===== src/rgb_led_wheel_controller_macros.svh =====
// Assertion macros shared by the RGB wheel controller RTL.
`ifndef RGB_LED_WHEEL_CONTROLLER_MACROS_SVH
`define RGB_LED_WHEEL_CONTROLLER_MACROS_SVH
`ifndef SYNTHESIS
`define RLW_ASSERT_CLK(lbl, clk, rstn, prop, msg) \
  lbl: assert property (@(posedge clk) disable iff (!rstn) prop) else $error(msg);
`define RLW_ASSERT(lbl, prop, msg) \
  `RLW_ASSERT_CLK(lbl, clk_i, rst_ni, prop, msg)
`else
`define RLW_ASSERT_CLK(lbl, clk, rstn, prop, msg)
`define RLW_ASSERT(lbl, prop, msg)
`endif
`endif


===== src/rlw_pkg.sv =====
// Types, constants and the key debounce step of the RGB wheel controller.
`timescale 1ns / 1ps
package rlw_pkg;

  localparam int unsigned DEB_W      = 24;
  localparam int unsigned LONG_W     = 32;
  localparam int unsigned WHEEL_W    = 24;
  localparam int unsigned PWM_W      = 16;
  localparam int unsigned SPEED_W    = 8;
  localparam int unsigned BRIGHT_W   = 8;
  localparam int unsigned CFG_IDX_W  = 2;
  localparam int unsigned CFG_DATA_W = 32;

  localparam logic [SPEED_W-1:0]  SPEED_MIN   = 8'd10;
  localparam logic [SPEED_W-1:0]  SPEED_MAX   = 8'd250;
  localparam logic [SPEED_W-1:0]  SPEED_RESET = 8'd50;
  localparam logic [BRIGHT_W-1:0] BRIGHT_TOP  = 8'd254;
  localparam logic [BRIGHT_W-1:0] BRIGHT_LOW  = 8'd2;
  localparam logic [BRIGHT_W-1:0] WHEEL_LOW   = 8'd1;
  localparam logic [7:0]          PRESS_SAT   = 8'd255;

  localparam logic [DEB_W-1:0]   DEB_RESET   = 24'd15000;
  localparam logic [LONG_W-1:0]  LONG_RESET  = 32'd3000000;
  localparam logic [WHEEL_W-1:0] RATE_RESET  = 24'd500000;
  localparam logic [WHEEL_W-1:0] WPER_RESET  = 24'd10000;
  localparam int unsigned        PWM_RST_INT = 15624;
  localparam logic [PWM_W-1:0]   PWM_RESET   = PWM_W'(PWM_RST_INT);
  localparam logic [PWM_W-1:0]   WIDTH_RESET = PWM_W'((2 * PWM_RST_INT) / 256);

  localparam logic [1:0] CH_R = 2'd0;
  localparam logic [1:0] CH_G = 2'd1;
  localparam logic [1:0] CH_B = 2'd2;

  typedef enum logic [CFG_IDX_W-1:0] {
    CFG_DEBOUNCE = 2'd0,
    CFG_LONG     = 2'd1,
    CFG_WHEEL    = 2'd2,
    CFG_PWM      = 2'd3
  } cfg_idx_e;

  typedef enum logic [1:0] {
    MODE_AUTO  = 2'd0,
    MODE_RED   = 2'd1,
    MODE_BLUE  = 2'd2,
    MODE_GREEN = 2'd3
  } mode_e;

  typedef enum logic [1:0] {
    PH_IDLE    = 2'd0,
    PH_PRESS   = 2'd1,
    PH_RELEASE = 2'd2
  } key_phase_e;

  typedef enum logic [2:0] {
    WP_R_UP = 3'd0,
    WP_G_DN = 3'd1,
    WP_B_UP = 3'd2,
    WP_R_DN = 3'd3,
    WP_G_UP = 3'd4,
    WP_B_DN = 3'd5
  } wheel_phase_e;

  typedef logic [2:0][BRIGHT_W-1:0] bright_t;
  typedef logic [2:0][PWM_W-1:0]    width_t;

  typedef struct packed {
    logic busy;
    logic done;
  } unit_stat_t;

  typedef struct packed {
    key_phase_e phase;
    logic       held;
    logic       press;
  } deb_res_t;

  // One sample of a three-state debounce machine; level is active low.
  function automatic deb_res_t deb_step(key_phase_e ph, logic held, logic level);
    deb_res_t r;
    r.phase = ph;
    r.held  = held;
    r.press = 1'b0;
    unique case (ph)
      PH_IDLE: begin
        if (!level) r.phase = PH_PRESS;
      end
      PH_PRESS: begin
        if (!level) begin
          r.phase = PH_RELEASE;
          r.held  = 1'b1;
          r.press = 1'b1;
        end else begin
          r.phase = PH_IDLE;
        end
      end
      PH_RELEASE: begin
        if (level) begin
          r.phase = PH_IDLE;
          r.held  = 1'b0;
        end
      end
      default: r.phase = PH_IDLE;
    endcase
    return r;
  endfunction

endpackage


===== src/rlw_tick_if.sv =====
// Tick channel: valid/ready with the two raw key levels.
`timescale 1ns / 1ps
interface rlw_tick_if;
  logic valid;
  logic ready;
  logic key1_level;
  logic key2_level;

  modport source (output valid, output key1_level, output key2_level, input ready);
  modport sink (input valid, input key1_level, input key2_level, output ready);
endinterface


===== src/rlw_res_if.sv =====
// Result channel: valid/ready with pulse widths, enables and status.
`timescale 1ns / 1ps
interface rlw_res_if;
  logic        valid;
  logic        ready;
  logic [15:0] red_width;
  logic [15:0] green_width;
  logic [15:0] blue_width;
  logic        red_enable;
  logic        green_enable;
  logic        blue_enable;
  logic [1:0]  mode;
  logic        long_press_active;
  logic [7:0]  speed;

  modport source (
    output valid, output red_width, output green_width, output blue_width,
    output red_enable, output green_enable, output blue_enable, output mode,
    output long_press_active, output speed, input ready
  );
  modport sink (
    input valid, input red_width, input green_width, input blue_width,
    input red_enable, input green_enable, input blue_enable, input mode,
    input long_press_active, input speed, output ready
  );
endinterface


===== src/rlw_div.sv =====
// Restoring divider, one quotient bit per cycle: wheel rate over speed.
`timescale 1ns / 1ps
module rlw_div (
  input  logic                          clk_i,
  input  logic                          rst_ni,
  input  logic                          start_i,
  input  logic [rlw_pkg::WHEEL_W-1:0]   dividend_i,
  input  logic [rlw_pkg::SPEED_W-1:0]   divisor_i,
  output logic [rlw_pkg::WHEEL_W-1:0]   quot_o,
  output rlw_pkg::unit_stat_t           stat_o
);

  localparam int unsigned CNT_W = $clog2(rlw_pkg::WHEEL_W);

  logic                         busy_q, busy_d;
  logic                         done_q, done_d;
  logic [CNT_W-1:0]             cnt_q, cnt_d;
  logic [rlw_pkg::WHEEL_W-1:0]  dvd_q, dvd_d;
  logic [rlw_pkg::SPEED_W-1:0]  dvs_q, dvs_d;
  logic [rlw_pkg::SPEED_W-1:0]  rem_q, rem_d;
  logic [rlw_pkg::SPEED_W:0]    trial;
  logic                         fits;

  assign trial = {rem_q, dvd_q[rlw_pkg::WHEEL_W-1]};
  assign fits  = trial >= {1'b0, dvs_q};

  always_comb begin
    busy_d = busy_q;
    done_d = 1'b0;
    cnt_d  = cnt_q;
    dvd_d  = dvd_q;
    dvs_d  = dvs_q;
    rem_d  = rem_q;
    if (start_i) begin
      busy_d = 1'b1;
      cnt_d  = CNT_W'(rlw_pkg::WHEEL_W - 1);
      dvd_d  = dividend_i;
      dvs_d  = (divisor_i == '0) ? rlw_pkg::SPEED_W'(1) : divisor_i;
      rem_d  = '0;
    end else if (busy_q) begin
      // Quotient bits shift in where dividend bits leave.
      rem_d = fits ? rlw_pkg::SPEED_W'(trial - {1'b0, dvs_q})
                   : trial[rlw_pkg::SPEED_W-1:0];
      dvd_d = {dvd_q[rlw_pkg::WHEEL_W-2:0], fits};
      if (cnt_q == '0) begin
        busy_d = 1'b0;
        done_d = 1'b1;
      end else begin
        cnt_d = cnt_q - 1'b1;
      end
    end
  end

  always_ff @(posedge clk_i or negedge rst_ni) begin
    if (!rst_ni) begin
      busy_q <= 1'b0;
      done_q <= 1'b0;
      cnt_q  <= '0;
    end else begin
      busy_q <= busy_d;
      done_q <= done_d;
      cnt_q  <= cnt_d;
    end
  end

  always_ff @(posedge clk_i) begin
    dvd_q <= dvd_d;
    dvs_q <= dvs_d;
    rem_q <= rem_d;
  end

  assign quot_o      = dvd_q;
  assign stat_o.busy = busy_q;
  assign stat_o.done = done_q;

endmodule


===== src/rlw_scale.sv =====
// Pulse width registers, scaled one color a cycle through one multiplier.
`timescale 1ns / 1ps
module rlw_scale (
  input  logic                        clk_i,
  input  logic                        rst_ni,
  input  logic                        start_i,
  input  rlw_pkg::bright_t            bright_i,
  input  logic [rlw_pkg::PWM_W-1:0]   period_i,
  output rlw_pkg::width_t             widths_o,
  output rlw_pkg::unit_stat_t         stat_o
);

  logic                                         busy_q;
  logic                                         done_q;
  logic [1:0]                                   ch_q;
  rlw_pkg::width_t                              widths_q;
  logic [rlw_pkg::BRIGHT_W+rlw_pkg::PWM_W-1:0]  prod;

  assign prod = bright_i[ch_q] * period_i;

  always_ff @(posedge clk_i or negedge rst_ni) begin
    if (!rst_ni) begin
      busy_q   <= 1'b0;
      done_q   <= 1'b0;
      ch_q     <= rlw_pkg::CH_R;
      widths_q <= {3{rlw_pkg::WIDTH_RESET}};
    end else begin
      done_q <= 1'b0;
      if (start_i) begin
        busy_q <= 1'b1;
        ch_q   <= rlw_pkg::CH_R;
      end else if (busy_q) begin
        // Keep the upper bits: brightness times period over 256.
        widths_q[ch_q] <= prod[rlw_pkg::BRIGHT_W +: rlw_pkg::PWM_W];
        if (ch_q == rlw_pkg::CH_B) begin
          busy_q <= 1'b0;
          done_q <= 1'b1;
        end else begin
          ch_q <= ch_q + 1'b1;
        end
      end
    end
  end

  assign widths_o    = widths_q;
  assign stat_o.busy = busy_q;
  assign stat_o.done = done_q;

endmodule


===== src/rgb_led_wheel_controller.sv =====
// RGB LED color wheel controller: one tick per item, one status beat per tick.
// A tick with no wheel step is taken, finished and presented through the WAIT,
// KEY and OUT states; a tick that hits a wheel step also waits in WAIT for the
// restoring divider reloading the wheel period (rate over speed, one quotient
// bit a cycle) and, unless a long press is up, for the three pulse widths
// scaled through one shared multiplier. The tick channel is ready only between
// items; a finished beat waits in the output register while the next tick is
// taken. Configuration writes apply at once and belong between ticks.
`timescale 1ns / 1ps
`include "rgb_led_wheel_controller_macros.svh"
module rgb_led_wheel_controller #(
  parameter int unsigned TIMER_BITS = 32
) (
  input  logic                             clk_i,
  input  logic                             rst_ni,
  input  logic                             cfg_we_i,
  input  logic [rlw_pkg::CFG_IDX_W-1:0]    cfg_idx_i,
  input  logic [rlw_pkg::CFG_DATA_W-1:0]   cfg_wdata_i,
  rlw_tick_if.sink                         tick_i,
  rlw_res_if.source                        res_o
);

  typedef enum logic [3:0] {
    S_IDLE = 4'b0001,
    S_WAIT = 4'b0010,
    S_KEY  = 4'b0100,
    S_OUT  = 4'b1000
  } state_e;

  state_e state_q, state_d;

  logic [rlw_pkg::DEB_W-1:0]    deb_ticks_q;
  logic [rlw_pkg::LONG_W-1:0]   long_ticks_q;
  logic [rlw_pkg::WHEEL_W-1:0]  wheel_rate_q;
  logic [rlw_pkg::PWM_W-1:0]    pwm_period_q;

  rlw_pkg::key_phase_e          k1_phase_q, k1_phase_d, k2_phase_q, k2_phase_d;
  logic                         k1_held_q, k1_held_d, k2_held_q, k2_held_d;
  logic                         pending_q, pending_d;
  logic [rlw_pkg::DEB_W-1:0]    deb_count_q, deb_count_d;
  logic [TIMER_BITS-1:0]        long_count_q, long_count_d;
  logic                         long_run_q, long_run_d;
  logic                         long_flag_q, long_flag_d;
  logic [7:0]                   press_q, press_d;
  logic [rlw_pkg::WHEEL_W-1:0]  wheel_count_q, wheel_count_d;
  logic [rlw_pkg::WHEEL_W-1:0]  wheel_per_q, wheel_per_d;
  logic [rlw_pkg::SPEED_W-1:0]  speed_q, speed_d;
  rlw_pkg::bright_t             bright_q, bright_d;
  rlw_pkg::wheel_phase_e        wphase_q, wphase_d;
  rlw_pkg::mode_e               mode_q, mode_d;
  logic [2:0]                   enable_q, enable_d;
  logic                         k2_lvl_q, k2_lvl_d;
  logic                         start_div_q, start_div_d;
  logic                         start_scale_q, start_scale_d;
  logic                         out_valid_q, out_valid_d;
  logic                         out_load;

  logic [rlw_pkg::WHEEL_W-1:0]  quot;
  rlw_pkg::unit_stat_t          div_stat;
  rlw_pkg::unit_stat_t          scale_stat;
  rlw_pkg::width_t              widths;

  logic                         accept;

  assign tick_i.ready = (state_q == S_IDLE);
  assign accept       = tick_i.valid && tick_i.ready;

  rlw_div u_div (
    .clk_i      (clk_i),
    .rst_ni     (rst_ni),
    .start_i    (start_div_q),
    .dividend_i (wheel_rate_q),
    .divisor_i  (speed_q),
    .quot_o     (quot),
    .stat_o     (div_stat)
  );

  rlw_scale u_scale (
    .clk_i    (clk_i),
    .rst_ni   (rst_ni),
    .start_i  (start_scale_q),
    .bright_i (bright_q),
    .period_i (pwm_period_q),
    .widths_o (widths),
    .stat_o   (scale_stat)
  );

  // Configuration registers.
  always_ff @(posedge clk_i or negedge rst_ni) begin
    if (!rst_ni) begin
      deb_ticks_q  <= rlw_pkg::DEB_RESET;
      long_ticks_q <= rlw_pkg::LONG_RESET;
      wheel_rate_q <= rlw_pkg::RATE_RESET;
      pwm_period_q <= rlw_pkg::PWM_RESET;
    end else if (cfg_we_i) begin
      unique case (rlw_pkg::cfg_idx_e'(cfg_idx_i))
        rlw_pkg::CFG_DEBOUNCE: deb_ticks_q  <= cfg_wdata_i[rlw_pkg::DEB_W-1:0];
        rlw_pkg::CFG_LONG:     long_ticks_q <= cfg_wdata_i[rlw_pkg::LONG_W-1:0];
        rlw_pkg::CFG_WHEEL:    wheel_rate_q <= cfg_wdata_i[rlw_pkg::WHEEL_W-1:0];
        rlw_pkg::CFG_PWM:      pwm_period_q <= cfg_wdata_i[rlw_pkg::PWM_W-1:0];
        default: ;
      endcase
    end
  end

  always_comb begin
    rlw_pkg::deb_res_t            d1;
    rlw_pkg::deb_res_t            d2;
    logic [TIMER_BITS-1:0]        lc;
    logic [rlw_pkg::DEB_W-1:0]    dc;
    logic [rlw_pkg::WHEEL_W-1:0]  wc;
    logic [rlw_pkg::WHEEL_W-1:0]  wp_eff;
    logic [1:0]                   wch;
    logic                         wup;
    rlw_pkg::wheel_phase_e        wnext;
    logic [rlw_pkg::BRIGHT_W-1:0] b;
    logic [rlw_pkg::SPEED_W-1:0]  s;
    logic [1:0]                   mch;

    state_d       = state_q;
    k1_phase_d    = k1_phase_q;
    k2_phase_d    = k2_phase_q;
    k1_held_d     = k1_held_q;
    k2_held_d     = k2_held_q;
    pending_d     = pending_q;
    deb_count_d   = deb_count_q;
    long_count_d  = long_count_q;
    long_run_d    = long_run_q;
    long_flag_d   = long_flag_q;
    press_d       = press_q;
    wheel_count_d = wheel_count_q;
    wheel_per_d   = wheel_per_q;
    speed_d       = speed_q;
    bright_d      = bright_q;
    wphase_d      = wphase_q;
    mode_d        = mode_q;
    enable_d      = enable_q;
    k2_lvl_d      = k2_lvl_q;
    start_div_d   = 1'b0;
    start_scale_d = 1'b0;
    out_load      = 1'b0;
    out_valid_d   = out_valid_q && !res_o.ready;

    d1     = '0;
    d2     = '0;
    lc     = '0;
    dc     = '0;
    wc     = '0;
    wp_eff = '0;
    wch    = rlw_pkg::CH_R;
    wup    = 1'b0;
    wnext  = rlw_pkg::WP_R_UP;
    b      = '0;
    s      = '0;
    mch    = rlw_pkg::CH_R;

    // A finished wheel period reload lands whenever the divider ends.
    if (div_stat.done) begin
      wheel_per_d = (quot == '0) ? rlw_pkg::WHEEL_W'(1) : quot;
    end

    unique case (state_q)
      S_IDLE: begin
        if (accept) begin
          k2_lvl_d = tick_i.key2_level;
          state_d  = S_WAIT;

          // Long-press one-shot timer.
          if (long_run_q) begin
            lc           = long_count_q + 1'b1;
            long_count_d = lc;
            if (lc >= long_ticks_q[TIMER_BITS-1:0]) begin
              long_flag_d = 1'b1;
              long_run_d  = 1'b0;
            end
          end

          // Debounce divider, key1 machine first.
          dc = deb_count_q + 1'b1;
          deb_count_d = dc;
          if (dc >= deb_ticks_q) begin
            deb_count_d = '0;
            d1 = rlw_pkg::deb_step(k1_phase_q, k1_held_q, tick_i.key1_level);
            d2 = rlw_pkg::deb_step(k2_phase_q, k2_held_q, tick_i.key2_level);
            k1_phase_d = d1.phase;
            k1_held_d  = d1.held;
            k2_phase_d = d2.phase;
            k2_held_d  = d2.held;
            if (d1.press && long_flag_d && (press_q != rlw_pkg::PRESS_SAT)) begin
              press_d = press_q + 1'b1;
            end
            if (d2.press) begin
              long_count_d = '0;
              long_run_d   = 1'b1;
            end else if (!d2.held) begin
              long_run_d = 1'b0;
            end
            pending_d = 1'b1;
          end

          // Wheel timer; the step is dropped while a long press is up.
          wc = wheel_count_q + 1'b1;
          wheel_count_d = wc;
          wp_eff = (wheel_per_q == '0) ? rlw_pkg::WHEEL_W'(1) : wheel_per_q;
          if (wc >= wp_eff) begin
            wheel_count_d = '0;
            start_div_d   = 1'b1;
            if (!long_flag_d) begin
              start_scale_d = 1'b1;
              unique case (mode_q)
                rlw_pkg::MODE_AUTO: begin
                  unique case (wphase_q)
                    rlw_pkg::WP_R_UP: begin
                      wch = rlw_pkg::CH_R; wup = 1'b1; wnext = rlw_pkg::WP_G_DN;
                    end
                    rlw_pkg::WP_G_DN: begin
                      wch = rlw_pkg::CH_G; wup = 1'b0; wnext = rlw_pkg::WP_B_UP;
                    end
                    rlw_pkg::WP_B_UP: begin
                      wch = rlw_pkg::CH_B; wup = 1'b1; wnext = rlw_pkg::WP_R_DN;
                    end
                    rlw_pkg::WP_R_DN: begin
                      wch = rlw_pkg::CH_R; wup = 1'b0; wnext = rlw_pkg::WP_G_UP;
                    end
                    rlw_pkg::WP_G_UP: begin
                      wch = rlw_pkg::CH_G; wup = 1'b1; wnext = rlw_pkg::WP_B_DN;
                    end
                    default: begin
                      wch = rlw_pkg::CH_B; wup = 1'b0; wnext = rlw_pkg::WP_R_UP;
                    end
                  endcase
                  b = wup ? bright_q[wch] + 1'b1 : bright_q[wch] - 1'b1;
                  bright_d[wch] = b;
                  if (wup ? (b >= rlw_pkg::BRIGHT_TOP) : (b <= rlw_pkg::WHEEL_LOW)) begin
                    wphase_d = wnext;
                  end
                end
                rlw_pkg::MODE_RED:   enable_d = 3'b001;
                rlw_pkg::MODE_BLUE:  enable_d = 3'b100;
                rlw_pkg::MODE_GREEN: enable_d = 3'b010;
                default: ;
              endcase
            end
          end
        end
      end

      S_WAIT: begin
        if (!start_div_q && !start_scale_q && !div_stat.busy && !scale_stat.busy) begin
          state_d = S_KEY;
        end
      end

      S_KEY: begin
        state_d = S_OUT;
        if (!long_flag_q && pending_q) begin
          pending_d = 1'b0;
          if (mode_q == rlw_pkg::MODE_AUTO) begin
            s = speed_q;
            if (k1_held_q) begin
              s = s - 1'b1;
              if (s < rlw_pkg::SPEED_MIN) s = rlw_pkg::SPEED_MIN;
            end
            if (k2_held_q) begin
              s = s + 1'b1;
              if (s > rlw_pkg::SPEED_MAX) s = rlw_pkg::SPEED_MAX;
            end
            speed_d = s;
          end else begin
            unique case (mode_q)
              rlw_pkg::MODE_RED:  mch = rlw_pkg::CH_R;
              rlw_pkg::MODE_BLUE: mch = rlw_pkg::CH_B;
              default:            mch = rlw_pkg::CH_G;
            endcase
            b = bright_q[mch];
            if (k1_held_q) begin
              b = b + 1'b1;
              if (b >= rlw_pkg::BRIGHT_TOP) b = rlw_pkg::BRIGHT_TOP;
            end
            if (k2_held_q) begin
              b = b - 1'b1;
              if (b <= rlw_pkg::BRIGHT_LOW) b = rlw_pkg::BRIGHT_LOW;
            end
            bright_d[mch] = b;
          end
        end
        // Long press: blank, then pick the manual color on key2 release.
        if (long_flag_q) begin
          enable_d = 3'b000;
          if (k2_lvl_q) begin
            if (press_q >= 8'd1 && press_q <= 8'd3) begin
              mode_d = rlw_pkg::mode_e'(press_q[1:0]);
            end
            press_d     = '0;
            long_flag_d = 1'b0;
            enable_d    = 3'b111;
          end
        end
      end

      S_OUT: begin
        if (!out_valid_q || res_o.ready) begin
          out_load    = 1'b1;
          out_valid_d = 1'b1;
          state_d     = S_IDLE;
        end
      end

      default: state_d = S_IDLE;
    endcase
  end

  always_ff @(posedge clk_i or negedge rst_ni) begin
    if (!rst_ni) begin
      state_q       <= S_IDLE;
      k1_phase_q    <= rlw_pkg::PH_IDLE;
      k2_phase_q    <= rlw_pkg::PH_IDLE;
      k1_held_q     <= 1'b0;
      k2_held_q     <= 1'b0;
      pending_q     <= 1'b0;
      deb_count_q   <= '0;
      long_count_q  <= '0;
      long_run_q    <= 1'b0;
      long_flag_q   <= 1'b0;
      press_q       <= '0;
      wheel_count_q <= '0;
      wheel_per_q   <= rlw_pkg::WPER_RESET;
      speed_q       <= rlw_pkg::SPEED_RESET;
      bright_q      <= {3{rlw_pkg::BRIGHT_LOW}};
      wphase_q      <= rlw_pkg::WP_R_UP;
      mode_q        <= rlw_pkg::MODE_AUTO;
      enable_q      <= 3'b111;
      k2_lvl_q      <= 1'b1;
      start_div_q   <= 1'b0;
      start_scale_q <= 1'b0;
      out_valid_q   <= 1'b0;
    end else begin
      state_q       <= state_d;
      k1_phase_q    <= k1_phase_d;
      k2_phase_q    <= k2_phase_d;
      k1_held_q     <= k1_held_d;
      k2_held_q     <= k2_held_d;
      pending_q     <= pending_d;
      deb_count_q   <= deb_count_d;
      long_count_q  <= long_count_d;
      long_run_q    <= long_run_d;
      long_flag_q   <= long_flag_d;
      press_q       <= press_d;
      wheel_count_q <= wheel_count_d;
      wheel_per_q   <= wheel_per_d;
      speed_q       <= speed_d;
      bright_q      <= bright_d;
      wphase_q      <= wphase_d;
      mode_q        <= mode_d;
      enable_q      <= enable_d;
      k2_lvl_q      <= k2_lvl_d;
      start_div_q   <= start_div_d;
      start_scale_q <= start_scale_d;
      out_valid_q   <= out_valid_d;
    end
  end

  // Output register: hold the beat until taken.
  always_ff @(posedge clk_i) begin
    if (out_load) begin
      res_o.red_width         <= widths[rlw_pkg::CH_R];
      res_o.green_width       <= widths[rlw_pkg::CH_G];
      res_o.blue_width        <= widths[rlw_pkg::CH_B];
      res_o.red_enable        <= enable_q[0];
      res_o.green_enable      <= enable_q[1];
      res_o.blue_enable       <= enable_q[2];
      res_o.mode              <= mode_q;
      res_o.long_press_active <= long_flag_q;
      res_o.speed             <= speed_q;
    end
  end

  assign res_o.valid = out_valid_q;

  `RLW_ASSERT(a_speed_range, (speed_q >= rlw_pkg::SPEED_MIN) && (speed_q <= rlw_pkg::SPEED_MAX), "speed left its clamp range")
  `RLW_ASSERT(a_period_nonzero, wheel_per_q != '0, "wheel period reloaded as zero")
  `RLW_ASSERT(a_accept_busy, accept |=> (state_q == S_WAIT), "tick accepted but sequencer did not start")
  `RLW_ASSERT(a_div_done_wait, div_stat.done |-> (state_q == S_WAIT), "divider finished outside the wait state")

endmodule

===== src/flat_wrapper.sv =====
// flat-port wrapper written by rule: the top's interface ports become plain ports
module rgb_led_wheel_controller_flat 
#(
  parameter int unsigned TIMER_BITS = 32
)
  (clk_i, rst_ni, cfg_we_i, cfg_idx_i, cfg_wdata_i, tick_i_valid, tick_i_key1_level, tick_i_key2_level, tick_i_ready, res_o_valid, res_o_red_width, res_o_green_width, res_o_blue_width, res_o_red_enable, res_o_green_enable, res_o_blue_enable, res_o_mode, res_o_long_press_active, res_o_speed, res_o_ready);
  rlw_tick_if tick_i_i ();
  rlw_res_if res_o_i ();
  input  logic clk_i;
  input  logic rst_ni;
  input  logic cfg_we_i;
  input  logic [rlw_pkg::CFG_IDX_W-1:0] cfg_idx_i;
  input  logic [rlw_pkg::CFG_DATA_W-1:0] cfg_wdata_i;
  input wire logic [$bits(tick_i_i.valid)-1:0] tick_i_valid;
  input wire logic [$bits(tick_i_i.key1_level)-1:0] tick_i_key1_level;
  input wire logic [$bits(tick_i_i.key2_level)-1:0] tick_i_key2_level;
  output wire logic [$bits(tick_i_i.ready)-1:0] tick_i_ready;
  output wire logic [$bits(res_o_i.valid)-1:0] res_o_valid;
  output wire logic [$bits(res_o_i.red_width)-1:0] res_o_red_width;
  output wire logic [$bits(res_o_i.green_width)-1:0] res_o_green_width;
  output wire logic [$bits(res_o_i.blue_width)-1:0] res_o_blue_width;
  output wire logic [$bits(res_o_i.red_enable)-1:0] res_o_red_enable;
  output wire logic [$bits(res_o_i.green_enable)-1:0] res_o_green_enable;
  output wire logic [$bits(res_o_i.blue_enable)-1:0] res_o_blue_enable;
  output wire logic [$bits(res_o_i.mode)-1:0] res_o_mode;
  output wire logic [$bits(res_o_i.long_press_active)-1:0] res_o_long_press_active;
  output wire logic [$bits(res_o_i.speed)-1:0] res_o_speed;
  input wire logic [$bits(res_o_i.ready)-1:0] res_o_ready;
  assign tick_i_i.valid = tick_i_valid;
  assign tick_i_i.key1_level = tick_i_key1_level;
  assign tick_i_i.key2_level = tick_i_key2_level;
  assign tick_i_ready = tick_i_i.ready;
  assign res_o_valid = res_o_i.valid;
  assign res_o_red_width = res_o_i.red_width;
  assign res_o_green_width = res_o_i.green_width;
  assign res_o_blue_width = res_o_i.blue_width;
  assign res_o_red_enable = res_o_i.red_enable;
  assign res_o_green_enable = res_o_i.green_enable;
  assign res_o_blue_enable = res_o_i.blue_enable;
  assign res_o_mode = res_o_i.mode;
  assign res_o_long_press_active = res_o_i.long_press_active;
  assign res_o_speed = res_o_i.speed;
  assign res_o_i.ready = res_o_ready;
  rgb_led_wheel_controller #(.TIMER_BITS(TIMER_BITS)) u_core (.clk_i(clk_i), .rst_ni(rst_ni), .cfg_we_i(cfg_we_i), .cfg_idx_i(cfg_idx_i), .cfg_wdata_i(cfg_wdata_i), .tick_i(tick_i_i), .res_o(res_o_i));
endmodule

===== config.mk =====
export PLATFORM = sky130hd
export DESIGN_NAME = rgb_led_wheel_controller_flat
export DESIGN_NICKNAME = d
export VERILOG_FILES = /design/src/rlw_pkg.sv /design/src/rlw_tick_if.sv /design/src/rlw_res_if.sv /design/src/rlw_div.sv /design/src/rlw_scale.sv /design/src/rgb_led_wheel_controller.sv /design/src/flat_wrapper.sv
export VERILOG_INCLUDE_DIRS = /design/src /design/src/src
export SDC_FILE = /design/constraint.sdc
export NUM_CORES = 1
export LEC_CHECK = 0
export BUFFER_PORTS_ARGS = -buffer_cell sky130_fd_sc_hd__buf_2
export CAP_MARGIN = 10
export CORE_MARGIN = 10
export CORE_UTILIZATION = 50
export CTS_CLUSTER_DIAMETER = 100
export DETAILED_ROUTE_END_ITERATION = 16
export GPL_TIMING_DRIVEN = 0
export PLACE_DENSITY = 0.67
export SLEW_MARGIN = 15
export SYNTH_ARGS = -nofsm -noshare
export SYNTH_HDL_FRONTEND = slang
export SYNTH_HIERARCHICAL = 1
export SYNTH_SLANG_ARGS = --single-unit

===== constraint.sdc =====
create_clock -name clk_i -period 8.4 [get_ports clk_i]
set_clock_uncertainty 0.05 [all_clocks]
set_input_delay 0.42 -clock clk_i [delete_from_list [all_inputs] [get_ports clk_i]]
set_output_delay 0.42 -clock clk_i [all_outputs]
set_load 0.02 [all_outputs]

==> metrics.md, run 1 <==
| Metric | Value |
|---|---|
| Status | completed |
| Grt ovf | 0 |
| I/O Buffers | between 100 and 150 |
| Vias per cell | 5.846 |
| Clock Tree Root | clkbuf_16 |
| Worst path most repeated cell | fa_1 |
| Area Growth Syn to Fin | 12.05% |
| Type of origin of the critical path | flop |
| Core Area | roughly 54000 um2 |
| Peak fanout along the critical path | 10 |
| Final worst-path cycle share | roughly four fifths |
| Initial antenna violation count | 6 |
| Routed Antenna Nets | 0 |
| Die Ht | approximately 250 um |
| Total number of vias | around 21000 |
| DRC errors left | 0 |
| CTS tree | yes |
| Unrepaired setup endpoints after global routing | false |
| Max Root-Sink Buffers | 3 |
| Pwr Density | 239.5 nW/um2 |
| Avg Inst Size Synth | between 9 and 10 um2 |
| GRT Util Overall | between 20% and 30% |
| Worst-Margin Slew | just under 1 ns |
| Final-report hold violation count | 0 |
| Worst hold slack | between 0.02 and 0.03 ns |
| Final std cells w/o fill | about 3700 |
| Routed wire length | roughly 70 mm |
| Data arrival, critical path | approximately 7 ns |
| DP Wirelength | around 54 mm |
| Leak pwr | ~0.014 uW |
| R2R setup slack | 1.69 ns |
| Min-delay src | cfg_wdata_i[17] |
| Largest net degree at the start of global routing | approximately 100 |
| Gpl congestion | around 0.92 |
| Fraction of layout cells with a size suffix above 1 | roughly 15% |
| CP max stage delay | between 0.5 and 0.6 ns |
| Synth Net Count | roughly 3000 |
| Fill count | approximately 4700 |
| Cell count after synthesis | between 2000 and 3000 |
| Cts-stage hold buffer count | 10 |
| Total placed cells including tap cells | approximately 3600 |
| Post-CTS sizing | 0 |
| CTS Buf Count | between 40 and 50 |
| # nets final | between 3000 and 4000 |
| WS Path Type | flop to flop |
| Slew HR | roughly 34% |
| Final min period | around 6.7 ns |
| Worst hold-check path type | input port to flop |
| Wire per inst | around 20 um |
| Vias in the first global route | 21340 |
| Sum of negative setup slack | 0 ns |
| Max-Cap Viols | 0 |
| Area of the multi-input gates | between 10000 and 15000 um2 |
| Worst Setup SP | u_core/u_scale/ch_q[0] |
| Seq. cell area | ~11000 um2 |
| Initial core utilization | around half |
| Synth Cell Area | 27340 um2 |
| First-pass GRT wire length | 114.3 mm |
| Worst r2r src | u_core/u_scale/ch_q[0] |
| Max frequency | about 150 MHz |
| Row count | 85 |
| Slew Limit Fails | 0 |
| Clock-pin slew on the worst setup and hold paths | 0.06 ns |
| Die width | about 250 um |
| Number of H-tree levels | 2 |
| Die Area | between 60000 and 70000 um2 |
| Initial drt markers | 1627 |
| Worst-Skew Late Latency | 0.61 ns |
| Worst path bufs/invs | 6 |
| Hold Path Depth | 3 |
| Worst IR Drop VDD | between 0.15 and 0.2 mV |
| Delay-heaviest family, CP | adder cells |
| Worst path depth | 21 |
| Yosys warns | 6 |
| Drt first pass iters | 6 |
| Critical Path End Type | flop |
| Setup violations, final | 0 |
| Sink Count | 425 |
| CP Cell Sequence | buf_2 -> inv_1 -> nor2_1 -> nand2_1 -> o21ai_0 -> clkbuf_1 -> nand2_1 -> fa_1 -> fa_1 -> fa_1 -> fa_1 -> inv_1 -> ha_1 -> clkbuf_1 -> nand4_1 -> nor3_1 -> inv_1 -> o211ai_1 -> a41oi_1 -> xor2_1 -> o21ai_0 |
| CP Data Required Time | slightly below 9 ns |
| Ports | between 100 and 150 |
| Worst-path cell with the longest stage delay | fa_1 |
| R2r worst-path depth | 21 |
| Post-CTS setup buffers | 0 |
-- tightest hold or removal path, cell delays in order --
cell and delay, ns:
buf_2 0.12, nand2_1 0.05, o21ai_0 0.06
-- per-stage QoR --
step / cell area (um2) / total power (uW) / util [%] / worst slack [ns]
2_1_floorplan: 27340 / 4419 / - / 2.820
3_3_place_gp: 28730 / 5016 / 53.18 / 0.6373
3_5_place_dp: 28870 / 5130 / 53.44 / 1.747
4_1_cts: 30630 / 7372 / 56.70 / 1.722
5_1_grt: 30640 / 7784 / 56.71 / 1.207
6_report: 30640 / 7337 / 56.71 / 1.693
-- registers in the layout (all words and copies together), names as in the netlist, 4 cells and up --
register                  cells
u_core/res_o.green_width     16
u_core/press_q                8
u_core/u_scale/widths_o      48
u_core/u_div/cnt_q            5
u_core/deb_ticks_q           24
u_core/res_o.red_width       16
u_core/u_div/dvs_q            8
u_core/bright_q              24
u_core/pwm_period_q          16
u_core/wheel_rate_q          24
u_core/speed_q                8
u_core/long_count_q          32
u_core/res_o.blue_width      16
u_core/u_div/rem_q            8
u_core/u_div/quot_o          24
u_core/deb_count_q           24
u_core/state_q                4
u_core/wheel_count_q         24
u_core/wheel_per_q           24
u_core/res_o.speed            8
u_core/long_ticks_q          32
-- placed cells by master, fill, tap and decap left out, drive strengths merged, types with 31 or more instances in the layout --
master,n
nand2,336
dfrtp,262
o21ai,236
inv,219
ha,165
clkbuf,150
buf,143
nor2,123
mux2,112
and2,111
edfxtp,94
a21oi,87
fa,85
xnor2,69
dfstp,61
nand3,59
xor2,59
and3,52
a22o,44
nor3,32
nand2b,31
-- report_power, final --
| part | leakage, uW | switching (uW) | internal, uW |
|---|---|---|---|
| Clock | 0.000804 | 889 | 1320 |
| Combinational | 0.00801 | 1350 | 876 |
| Sequential | 0.00502 | 314 | 2580 |
| Total | 0.0138 | 2560 | 4780 |
-- layer usage --
layer | vias up | track usage [%] | routed length [um]
li1 | 10000 | - | -
met1 | 10550 | 28.71 | 30930
met2 | 700 | 36.60 | 33750
met3 | 134 | 2.860 | 4139
met4 | 0 | 8.979 | 2562
met5 | - | 0 | 0
-- area by class of cell --
type                    instances  share of cell area, %
well taps                     696                  2.842
clock buffers                  68                  4.292
multi-input cells            1998                  48.56
repair buffers                119                  2.459
flip-flops and latches        425                  36.37
clock inverters                20                  1.127
plain buffers                 116                  1.711
diodes                          1               0.008168
inverters                     215                  2.634
-- final timing paths --
| path | endpoint |
|---|---|
| worst min-delay path | u_core/deb_ticks_q[17] |
| max in group asynchronous | u_core/u_scale/widths_o[14] |
| worst min register to register | u_core/res_o.green_width[2] |
| worst max register to register | u_core/u_scale/widths_o[25] |
| worst max-delay path | u_core/u_scale/widths_o[25] |
| min in group asynchronous | u_core/wheel_rate_q[4] |
No activity file was read; power rests on OpenSTA's default activity.
==> run 2: changes to the inputs <==
==> constraint.sdc (replaced) <==
create_clock -name clk_i -period 6.65 [get_ports clk_i]
set_clock_uncertainty 0.05 [all_clocks]
set_input_delay 0.3325 -clock clk_i [delete_from_list [all_inputs] [get_ports clk_i]]
set_output_delay 0.3325 -clock clk_i [all_outputs]
set_load 0.02 [all_outputs]
==> run 2 against run 1 <==
- non-clock buffer count increased by 18
- sequential power increased by 26%
- fmax grew 7.3%
- hold slack better by 0.011 ns
- cell area up 0.76%
- first-iteration DRC count is 0.25% higher
- critical path depth stayed put
- critical path type unchanged
- largest cell class unchanged
==> metrics.md, run 2 (synthesized netlist as in run 1, its figures left out) <==
| Metric | Value |
|---|---|
| Status | completed |
| Slew Limit Fails | 0 |
| Core Area | between 50000 and 60000 um2 |
| Min-delay src | cfg_wdata_i[14] |
| Vias in the first global route | 21430 |
| Type of origin of the critical path | flop |
| Leak pwr | between 0.01 and 0.015 uW |
| CP Data Required Time | roughly 7 ns |
| Area Growth Syn to Fin | 12.90% |
| Gpl congestion | just over 0.9 |
| Die width | around 250 um |
| Routed wire length | around 70 mm |
| Peak fanout along the critical path | 10 |
| R2r worst-path depth | 21 |
| R2R Path End | u_core/u_scale/widths_o[27] |
| # nets final | ~3200 |
| DP Area | 28870 um2 |
| Fill count | 4705 |
| Initial antenna violation count | 6 |
| Ports | between 100 and 150 |
| Switching share of power | roughly a third |
| Pwr Density | 300.9 nW/um2 |
| Initial core utilization | approximately 50% |
| Sink Count | approximately 430 |
| Final min period | 6.251 ns |
| Worst hold-check path type | input port to flop |
| CTS Buf Count | 47 |
| Final Instance Area | 30870 um2 |
| Max frequency | ~160 MHz |
| Combinational share of power | 30.5% |
| Hold Path Depth | 3 |
| Most frequent cells in the layout | nand2_1, dfrtp_1, inv_1 |
| I/O Buffers | around 100 |
| Max Root-Sink Buffers | 3 |
| Routed Antenna Nets | 0 |
| Fraction of layout cells with a size suffix above 1 | between 10% and 20% |
| Slew HR | 34.23% |
| Worst-Skew Late Latency | ~0.61 ns |
| Unrepaired setup endpoints after global routing | false |
| Max-Cap Viols | 0 |
| Die Ht | 253.9 um |
| WS Path Type | flop to flop |
| Utilization after layout | 57.14% |
| Final worst-path cycle share | between 90% and 100% |
| Commonest non-fill, non-tap cell in the layout | nand2_1 |
| DRC errors left | 0 |
| GRT Util Overall | about 22% |
| Clock network power share | roughly 30% |
| Sum of negative setup slack | 0 ns |
| Clock-pin slew on the worst setup and hold paths | about 0.060 ns |
| Max reg flops | 48 |
| Drt first pass iters | 6 |
| Wire per inst | 19.50 um |
| CTS tree | yes |
| Critical Path End Type | flop |
| Grt ovf | 0 |
| Pint | between 6000 and 7000 uW |
| Data arrival, critical path | approximately 6.7 ns |
| Seq pwr share | between 30% and 40% |
| Number of H-tree levels | 2 |
| DP Wirelength | around 54 mm |
| First-pass GRT wire length | around 110 mm |
| Total number of vias | around 21000 |
| R2R setup slack | ~0.4 ns |
| Initial drt markers | around 1600 |
| Row count | 85 |
| Clock Tree Root | clkbuf_16 |
| Setup violations, final | 0 |
| Final-report hold violation count | 0 |
| Largest net degree at the start of global routing | around 100 |
| Vias per cell | slightly below 6 |
| Total power | 9289 uW |
| Die Area | roughly 64000 um2 |
| Worst Hold Path EP | u_core/deb_ticks_q[14] |
| Worst r2r src | u_core/u_scale/ch_q[0] |
| NetSw | around 3200 uW |
| Worst-Margin Slew | roughly 1 ns |
| Worst IR Drop VDD | approximately 0.25 mV |
## run 2: layer usage
| metal | vias to the layer above | track usage, % | wire [um] |
|---|---|---|---|
| li1 | 10040 | - | - |
| met3 | 136 | 2.840 | 4159 |
| met1 | 10600 | 28.75 | 30800 |
| met4 | 0 | 8.962 | 2570 |
| met5 | - | 0 | 0 |
| met2 | 670 | 36.91 | 34180 |
## run 2: through the flow
step           setup slack, ns  hold slack (ns)  std cells
2_1_floorplan            1.070         -0.01309       2754
4_1_cts               0.001587         0.005899       3675
5_1_grt                0.03147          0.02292       3676
3_3_place_gp            -1.025           0.3857       3554
6_report                0.3994          0.04078       3677
3_5_place_dp         -0.003091           0.2240       3559
## run 2: worst max path at each step
stage                           startpoint                           to  slack [ns]  cells past startpoint
floorplan           u_core/u_scale/ch_q[0]  u_core/u_scale/widths_o[29]        1.07                     21
CTS                 u_core/u_scale/ch_q[0]  u_core/u_scale/widths_o[25]       0.002                     21
global route        u_core/u_scale/ch_q[0]  u_core/u_scale/widths_o[27]        0.03                     21
global placement                    rst_ni  u_core/u_scale/widths_o[25]       -1.03                      1
finish              u_core/u_scale/ch_q[0]  u_core/u_scale/widths_o[27]        0.40                     21
detailed placement  u_core/u_scale/ch_q[0]  u_core/u_scale/widths_o[25]      -0.003                     21
## run 2: critical path: stages (launching register included)
cell and delay (ns):
dfrtp_1 0.42, buf_2 0.30, inv_1 0.14, nor2_2 0.25, nand2_1 0.11, o21ai_2 0.18
clkbuf_2 0.34, and2_1 0.20, fa_1 0.44, fa_1 0.52, fa_1 0.56, inv_1 0.06
fa_1 0.55, inv_1 0.05, ha_1 0.34, and2_1 0.22, a221o_1 0.32, a21o_1 0.21
a21o_1 0.18, a41oi_1 0.20, xor2_1 0.32, o21ai_0 0.15
## run 2: cell type report
class,instances,area [um2],share of cell area (%)
inverter,215,807.0,2.614
timing repair buffer,138,940.9,3.048
sequential,425,11140,36.09
clock buffer,68,1315,4.260
antenna,2,5.005,0.01621
clock inverter,20,345.3,1.119
tap,696,870.8,2.821
buffer,115,533.0,1.727
multi-input combinational,1998,14910,48.30
## run 2: power groups by stage
stage	registers (uW)	clock network, uW	logic (uW)
after floorplan	3540	0	2040
after global placement	3680	0	2660
after detailed placement	3700	0	2780
after CTS	3660	2850	2810
after global routing	3720	2960	3170
final	3660	2790	2840
## run 2: timing repair
item | in CTS | in global routing
pin swaps | 0 | 1
endpoints found under the setup margin | 2 | 36
resized for setup | 2 | 26
endpoints found under the hold margin | 97 | 0
hold buffers | 28 | 0
buffers inserted | 0 | 1
==> run 3: changes to the inputs <==
--- a/config.mk
+++ b/config.mk
@@ -17,5 +17,4 @@
 export SLEW_MARGIN = 15
 export SYNTH_ARGS = -nofsm -noshare
 export SYNTH_HDL_FRONTEND = slang
-export SYNTH_HIERARCHICAL = 1
 export SYNTH_SLANG_ARGS = --single-unit
==> run 3 against run 2 <==
- clock power barely moved
- count of clock-buffer cells in the layout fell by 1
- fmax rose by 0.66%
- sequential cell count did not move
- final cell count fell by 3.6%
==> metrics.md, run 3 <==
| Metric | Value |
|---|---|
| Worst-Margin Slew | about 1.1 ns |
| Setup violations, final | 0 |
| First-pass GRT wire length | about 110 mm |
| CTS tree | yes |
| Unrepaired setup endpoints after global routing | false |
| Top post-synthesis cells by count | nand2_1, dfrtp_1, inv_1 |
| Routed wire length | approximately 69 mm |
| Cell count after synthesis | between 2000 and 3000 |
| Number of synthesized flops with an enable pin | 94 |
| Grt ovf | 0 |
| Worst path bufs/invs | 5 |
| Delay-heaviest family, CP | adder cells |
| Largest net degree at the start of global routing | approximately 110 |
| I/O Buffers | approximately 100 |
| Leak pwr | 0.01332 uW |
| Slew HR | between 20% and 30% |
| Area Growth Syn to Fin | 12.99% |
| Leading area contributor after synthesis | dfrtp_1 |
| Most frequent cells in the layout | nand2_1, dfrtp_1, inv_1 |
| Number of H-tree levels | 2 |
| WS Path Type | flop to flop |
| CTS Buf Count | 48 |
| Max Root-Sink Buffers | 3 |
| Total number of vias | between 20000 and 25000 |
| Gpl congestion | 0.9040 |
| Final-report hold violation count | 0 |
| Die Ht | ~250 um |
| Max frequency | around 160 MHz |
| Clock-pin slew on the worst setup and hold paths | 0.06 ns |
| Fill count | 4394 |
| Synth Cell Area | 26460 um2 |
| Worst path depth | 23 |
| Pwr Density | 367.8 nW/um2 |
| Synth Net Count | 2935 |
| Max-Cap Viols | 0 |
| Final WS setup | around 0.44 ns |
| Initial antenna violation count | 3 |
| GRT Util Overall | 21.57% |
| Vias per cell | ~5.7 |
| Row count | between 80 and 90 |
| Routed Antenna Nets | 0 |
| Ports | roughly 110 |
| Fraction of layout cells with a size suffix above 1 | 14.81% |
| Slew Limit Fails | 0 |
| Hold Path Depth | 3 |
| Critical Path End Type | flop |
| Initial core utilization | 50.46% |
| CP Cell Sequence | buf_2 -> inv_1 -> nor2_4 -> nand2_1 -> o21ai_2 -> buf_2 -> and2_1 -> fa_1 -> inv_1 -> fa_1 -> fa_1 -> fa_1 -> inv_1 -> ha_1 -> a21o_1 -> a21o_1 -> a21o_1 -> a21o_1 -> a21oi_1 -> o2111ai_1 -> a21oi_1 -> xor2_1 -> o21ai_0 |
| Yosys warns | 0 |
| Leading post-synthesis cells by cell area | dfrtp_1, edfxtp_1, ha_1 |
| Top cell type's share of synthesized area | about a quarter |
| Data arrival, critical path | about 6.6 ns |
| CP Data Required Time | roughly 7 ns |
| Sink Count | about 430 |
| DP Wirelength | between 50 and 60 mm |
| Total power | between 10000 and 15000 uW |
| Max reg flops | 48 |
| Die width | around 250 um |
| Vias in the first global route | 20660 |
| Final worst-path cycle share | just over 90% |
| Type of origin of the critical path | flop |
| Post-CTS setup buffers | 0 |
| Pre-CTS setup slack | -0.6248 ns |
| DRC errors left | 0 |
| Initial drt markers | between 1000 and 1500 |
| # nets final | a little over 3000 |
| Number of synthesized register bits | roughly 430 |
| Peak fanout along the critical path | 10 |
| Top_reg_cell synth | dfrtp_1 |
| Worst-Skew Late Latency | 0.60 ns |
| Worst hold slack | 0.02163 ns |
| Final min period | between 6 and 7 ns |
| Wire per inst | slightly below 20 um |
| CP max stage delay | between 0.5 and 0.6 ns |
| Worst hold-check path type | input port to flop |
| Clock Tree Root | clkbuf_16 |
| Drt first pass iters | 5 |
| Library cells used by synthesis | 87 |
| Status | completed |
| Avg Inst Size Synth | roughly 10 um2 |
| Core Area | roughly 52000 um2 |
| Ys async rst share | between 70% and 80% |
| Worst-path cell with the longest stage delay | fa_1 |
| Worst IR Drop VDD | approximately 0.23 mV |
| Sequential share of the synthesized area | between 40% and 50% |
| Most frequent cell after synthesis | nand2_1 |
| R2r worst-path depth | 23 |
| Commonest non-fill, non-tap cell in the layout | nand2_1 |
| Die Area | roughly 63000 um2 |
-- run 3: cells by family (layout without fill, tap and decap cells) --
logic type	after synthesis	after routing	synth area share, %
other	0	1	0
XOR/XNOR	130	130	4.302
adder cells (fa/ha/maj)	254	254	14.42
AO/OA/AOI/OAI	532	532	13.27
flip-flops	425	425	42.10
AND/OR/NAND/NOR	812	812	14.84
multiplexers	144	144	6.113
buffers and inverters	343	560	4.950
-- run 3: final timing paths --
| path | slack (ns) | start | endpoint |
|---|---|---|---|
| worst max-delay path | 0.44 | u_core.u_scale.ch_q[0] | u_core.u_scale.widths_o[13] |
| worst min-delay path | 0.02 | cfg_wdata_i[22] | u_core.deb_ticks_q[22] |
| worst max register to register | 0.44 | u_core.u_scale.ch_q[0] | u_core.u_scale.widths_o[13] |
| worst min register to register | 0.39 | u_core.u_scale.widths_o[0] | u_core.res_o.red_width[0] |
| max in group asynchronous | 5.30 | rst_ni | u_core.wheel_per_q[9] |
| min in group asynchronous | 0.29 | rst_ni | u_core.bright_q[12] |
-- run 3: worst reg2reg max path: stages (launching register included) --
cell	delay [ns]
dfrtp_1	0.40
buf_2	0.29
inv_1	0.17
nor2_4	0.20
nand2_1	0.09
o21ai_2	0.18
buf_2	0.33
and2_1	0.18
fa_1	0.41
inv_1	0.08
fa_1	0.43
fa_1	0.52
fa_1	0.55
inv_1	0.04
ha_1	0.33
a21o_1	0.19
a21o_1	0.18
a21o_1	0.19
a21o_1	0.19
a21oi_1	0.20
o2111ai_1	0.21
a21oi_1	0.21
xor2_1	0.30
o21ai_0	0.15
-- run 3: stage by stage --
| stage | instance area [um2] | utilization (%) | setup TNS [ns] | cells |
|---|---|---|---|---|
| 2_1_floorplan | 26460 | - | 0 | 2640 |
| 3_3_place_gp | 27850 | 53.09 | -270.89 | 3432 |
| 3_5_place_dp | 27990 | 53.37 | -10.73 | 3437 |
| 4_1_cts | 29870 | 56.95 | 0 | 3545 |
| 5_1_grt | 29900 | 57.01 | 0 | 3545 |
| 6_report | 29900 | 57.02 | 0 | 3546 |
-- run 3: where the power goes --
group          internal (uW)  switching (uW)
registers               3360             506
clock network           1670            1100
logic                   1710            2640
-- run 3: timing repair --
item | in CTS | in global routing
resized for setup | 16 | 17
hold buffers | 19 | 0
endpoints found under the hold margin | 75 | 0
setup endpoints to repair | 36 | 27
-- run 3: routing by layer --
metal / share of wire (%) / up-vias / GRT usage [%]
li1: - / 9566 / -
met1: 43 / 10130 / 27.48
met2: 49 / 497 / 36.95
met3: 5.8 / 108 / 3.841
met4: 2.4 / 0 / 6.145
met5: 0 / - / 0
-- run 3: cell type report --
cell class / count / area, um2 / area share (%)
clock buffer: 67 / 1365 / 4.565
inverter: 234 / 878.3 / 2.937
multi-input combinational: 1872 / 14080 / 47.08
timing repair buffer: 128 / 843.3 / 2.820
sequential: 425 / 11140 / 37.26
antenna: 1 / 2.502 / 0.008369
tap: 688 / 860.8 / 2.879
buffer: 109 / 445.4 / 1.490
clock inverter: 22 / 287.8 / 0.9624
